[src/sv/tms_pkg.sv]
// Shared types and constants for the totient / Mobius sieve table.
// No dependencies.
`timescale 1ns / 1ps
package tms_pkg;
  localparam logic [1:0] ST_OK = 2'd0;
  localparam logic [1:0] ST_RANGE = 2'd1;
  localparam logic [1:0] ST_EMPTY = 2'd2;
  localparam logic FUNC_BUILD = 1'b0;
  localparam logic FUNC_QUERY = 1'b1;

  typedef struct packed {
    logic [11:0] totient;
    logic [1:0]  mobius;
    logic        prime_flag;
    logic [11:0] least_factor;
  } tms_entry_t;

  typedef struct packed {
    logic        start;
    logic [11:0] divisor;
    logic [11:0] dividend;
  } tms_div_req_t;
endpackage

[src/sv/tms_div.sv]
// Radix-2 restoring divider, one quotient bit per cycle.
// Depends on tms_pkg.
`timescale 1ns / 1ps
module tms_div import tms_pkg::*; (
  input  logic         clk,
  input  logic         rst,
  input  tms_div_req_t req,
  output logic         done,
  output logic [11:0]  quot
);
  logic [11:0] rem;
  logic [11:0] q;
  logic [11:0] d;
  logic [3:0]  cnt;
  logic        busy;
  logic [12:0] trial;

  assign trial = {rem, q[11]} - {1'b0, d};
  assign quot = q;

  always_ff @(posedge clk) begin
    if (rst) begin
      busy <= 1'b0;
      done <= 1'b0;
    end else begin
      done <= 1'b0;
      if (req.start) begin
        busy <= 1'b1;
        rem <= '0;
        q <= req.dividend;
        d <= req.divisor;
        cnt <= 4'd0;
      end else if (busy) begin
        if (!trial[12]) begin
          rem <= trial[11:0];
          q <= {q[10:0], 1'b1};
        end else begin
          rem <= {rem[10:0], q[11]};
          q <= {q[10:0], 1'b0};
        end
        cnt <= cnt + 4'd1;
        if (cnt == 4'd11) begin
          busy <= 1'b0;
          done <= 1'b1;
        end
      end
    end
  end
endmodule

[config.mk]
export PLATFORM = sky130hd
export DESIGN_NAME = tms_div
export DESIGN_NICKNAME = d
export VERILOG_FILES = /design/src/sv/tms_pkg.sv /design/src/sv/tms_div.sv
export SDC_FILE = /design/constraint.sdc
export NUM_CORES = 1
export LEC_CHECK = 0
export BUFFER_PORTS_ARGS = -buffer_cell sky130_fd_sc_hd__buf_4
export CORE_MARGIN = 2
export CORE_UTILIZATION = 50
export DETAILED_ROUTE_END_ITERATION = 16
export GPL_TIMING_DRIVEN = 1
export PLACE_DENSITY = 0.79
export SLEW_MARGIN = 25
export SYNTH_ARGS = -nofsm -noshare
export SYNTH_HDL_FRONTEND = slang
export SYNTH_SLANG_ARGS = --single-unit
[constraint.sdc]
create_clock -name clk -period 2.95 [get_ports clk]
set_input_delay 0.295 -clock clk [delete_from_list [all_inputs] [get_ports clk]]
set_output_delay 0.295 -clock clk [all_outputs]
set_load 0.1 [all_outputs]
==> impl_metrics.py <==
metrics = {
    "worst_hold_path": {
        "min_path_type": "input pin to register",
        "hp-start": "req[14]",
    },
    "yosys": {
        "async_flop_share_pct": 0,
        "synth.most_common_cell": "edfxtp_1",
        "synth_cell_types": 46,
        "synthTopCellsByCount": "edfxtp_1, a21oi_1, inv_1, ha_1, mux2_2",
        "synthesis.nets": 252,
        "ys_seq_area_share_pct": 52.1,
        "synth_area_um2": 2380,
        "synth-edff-count": 40,
        "synthTopCellsByArea": "edfxtp_1, ha_1, mux2_2",
        "synth_largest_area_cell": "edfxtp_1",
        "synthCells": 211,
        "syn_avg_cell_area_um2": 11.3,
        "synth_warnings": 0,
        "yosys.area.top_type_share_pct": 50.4,
        "ys_seq_elements": 42,
        "ys.flop_type": "edfxtp_1",
    },
    "finish": {
        "num_antenna_cells": 0,
        "fin_nets": 294,
        "final_core_util_pct": 61.3,
        "syn2layout_area_growth_pct": 19.9,
        "fillers": 375,
        "drive_above_1_share_pct": 27.2,
        "stdcell_count": 308,
    },
    "detailed_routing": {
        "drtIter0Drc": 137,
        "viasPerCell": 5.59,
        "drt-total-wl_um": 4660,
        "dr.pass1.iters": 4,
        "ant_nets": 0,
        "via_count": 1723,
        "wl_per_cell_um": 15.1,
        "drc": 0,
    },
    "clock_network": {
        "cts_tree": "built",
        "numCtsBuffers": 5,
        "hold_buffers": 0,
        "cts_sinks": 42,
        "insertion_delay_ns": 0.29,
        "cts_max_path_buffers": 2,
        "cts_max_level": 2,
        "post_cts_buffers": 0,
        "cts_resized": 0,
        "path_clk_slew_ns": 0.08,
        "cts-root-buf": "clkbuf_8",
    },
    "placed_design": {
        "place.gp.congestion": 0.802,
        "dp_hpwl_um": 3450,
        "dp.cells": 300,
        "io_buffers": 39,
    },
    "setup_path": {
        "critical_path.startpoint": "rem[8]",
        "r2r_start": "rem[8]",
        "arrival_ns": 2.70,
        "worstPathRequired_ns": 3.10,
        "startpoint_type": "register",
        "critPathCaptureType": "register",
        "critical_path.max_fanout": 18,
        "path_class": "register to register",
    },
    "floorplan": {
        "core_area_um2": 4660,
        "die_x_um": 73.0,
        "rows": 25,
        "io_pins": 40,
        "die-area_um2": 5340,
        "start_util_pct": 51.1,
        "die_y_um": 73.0,
    },
    "power_and_ir_drop": {
        "pwr-share-comb_pct": 30.2,
        "powerDensity_nw_per_um2": 558,
        "internal-power_w": 0.00109,
        "clockPowerShare_pct": 23.6,
        "leakage_nw": 1.15,
        "p_switching_w": 0.000506,
        "fin_total_pwr_w": 0.00160,
        "pwr-share-seq_pct": 46.2,
        "peakVddDrop_uv": 437,
        "p_sw_share_pct": 31.7,
    },
    "global_routing": {
        "grt_max_degree": 33,
        "first_global_vias": 1679,
        "antenna_found_initial": 0,
        "grt_pass1_wl_um": 7730,
        "overflow": 0,
        "grt_util_all_layers_pct": 19.0,
    },
    "timing": {
        "relSlewSlack_pct": 58.6,
        "hold_slack_ns": 0.172,
        "clock.fmax_mhz": 392,
        "period_minus_slack_ns": 2.55,
        "finClkSkew_ns": 0.0126,
        "setup_violations": 0,
        "tightest_slew_ns": 0.618,
        "slew_viol_final": 0,
        "finalHoldViolCount": 0,
        "min_period_over_period_pct": 86.5,
        "rsz0062_at_grt": "false",
    },
    "flow_run": {
        "drv_cap": 0,
    },
    "status": {
        "status": "finished clean",
    },
}
[area by class of cell]
cell class / instances / area [um^2] / share of cell area (%)
multi-input cells: 148 / 1090 / 38.2
repair buffers: 42 / 315 / 11.0
inverters: 14 / 52.6 / 1.84
well taps: 54 / 67.6 / 2.36
flip-flops and latches: 42 / 1240 / 43.4
clock buffers: 8 / 90.1 / 3.15
[critical path, stage by stage, from the launching register on]
cell and delay, ns:
edfxtp_1 0.40, ha_1 0.39, a21o_1 0.24, a21o_1 0.19, a21o_1 0.23, o21a_4 0.28, or4b_1 0.54, a21oi_1 0.13
[state kept, by name (all words and copies together), names as in the netlist]
register and flops:
d 12, quot 12, rem 12, cnt 4, busy 1, done 1
[kinds of logic after synthesis]
kind of cell / share of synthesized area, %
XOR/XNOR: 1.84
adder cells (fa/ha/maj): 7.66
buffers and inverters: 3.36
multiplexers: 6.09
AND/OR/NAND/NOR: 12.0
flip-flops: 52.1
AO/OA/AOI/OAI: 17.0
[final timing paths]
path,end,slack (ns),depth (start not counted)
worst max-delay path,rem[10],0.40,7
worst min-delay path,d[2],0.17,1
worst max register to register,rem[10],0.40,7
worst min register to register,done,0.44,2
[power groups by stage]
stage	clock [W]	sequential [W]	combinational [W]
global placement	0	0.000748	0.000469
floorplan	0	0.000825	0.000289
detailed placement	0	0.000750	0.000477
global route	0.000409	0.000742	0.000529
CTS	0.000389	0.000737	0.000480
finish	0.000377	0.000737	0.000482
[placed cells by master (no fill, tap or decap), types with 2 or more instances in the layout]
| cell | n |
|---|---|
| buf_4 | 42 |
| edfxtp_1 | 40 |
| a21oi_1 | 18 |
| inv_1 | 14 |
| mux2_2 | 12 |
| ha_1 | 12 |
| o21ai_0 | 11 |
| nor2_1 | 10 |
| o21ai_1 | 9 |
| nand2_1 | 8 |
| a21o_1 | 6 |
| nand3_1 | 6 |
| clkbuf_8 | 6 |
| or3_1 | 5 |
| nor2b_1 | 4 |
| nor3_1 | 4 |
| nand4_1 | 3 |
| xor2_1 | 3 |
| o21a_1 | 2 |
| and2_1 | 2 |
| o2111ai_1 | 2 |
| o31ai_1 | 2 |
| xnor2_1 | 2 |
| a31oi_1 | 2 |
| o31a_1 | 2 |
| nand2b_1 | 2 |
| dfxtp_1 | 2 |
| clkbuf_1 | 2 |
[metrics by stage]
stage	setup WS [ns]	TNS (ns)	area, um^2
3_5_place_dp	0.442	0	2770
6_report	0.398	0	2860
3_3_place_gp	0.504	0	2770
5_1_grt	0.260	0	2860
2_1_floorplan	-0.0761	-0.0761	2410
4_1_cts	0.414	0	2860
[metal layers]
metal / GRT usage [%] / vias up / wire length [um] / part of all wire, %
met3: 3.59 / 6 / 274 / 5.9
met2: 29.5 / 44 / 2190 / 47
met4: 6.79 / 0 / 70 / 1.5
met5: 0 / - / 0 / 0
met1: 26.6 / 794 / 2130 / 46
li1: - / 879 / - / -
Power figures use the tool's default switching activity.
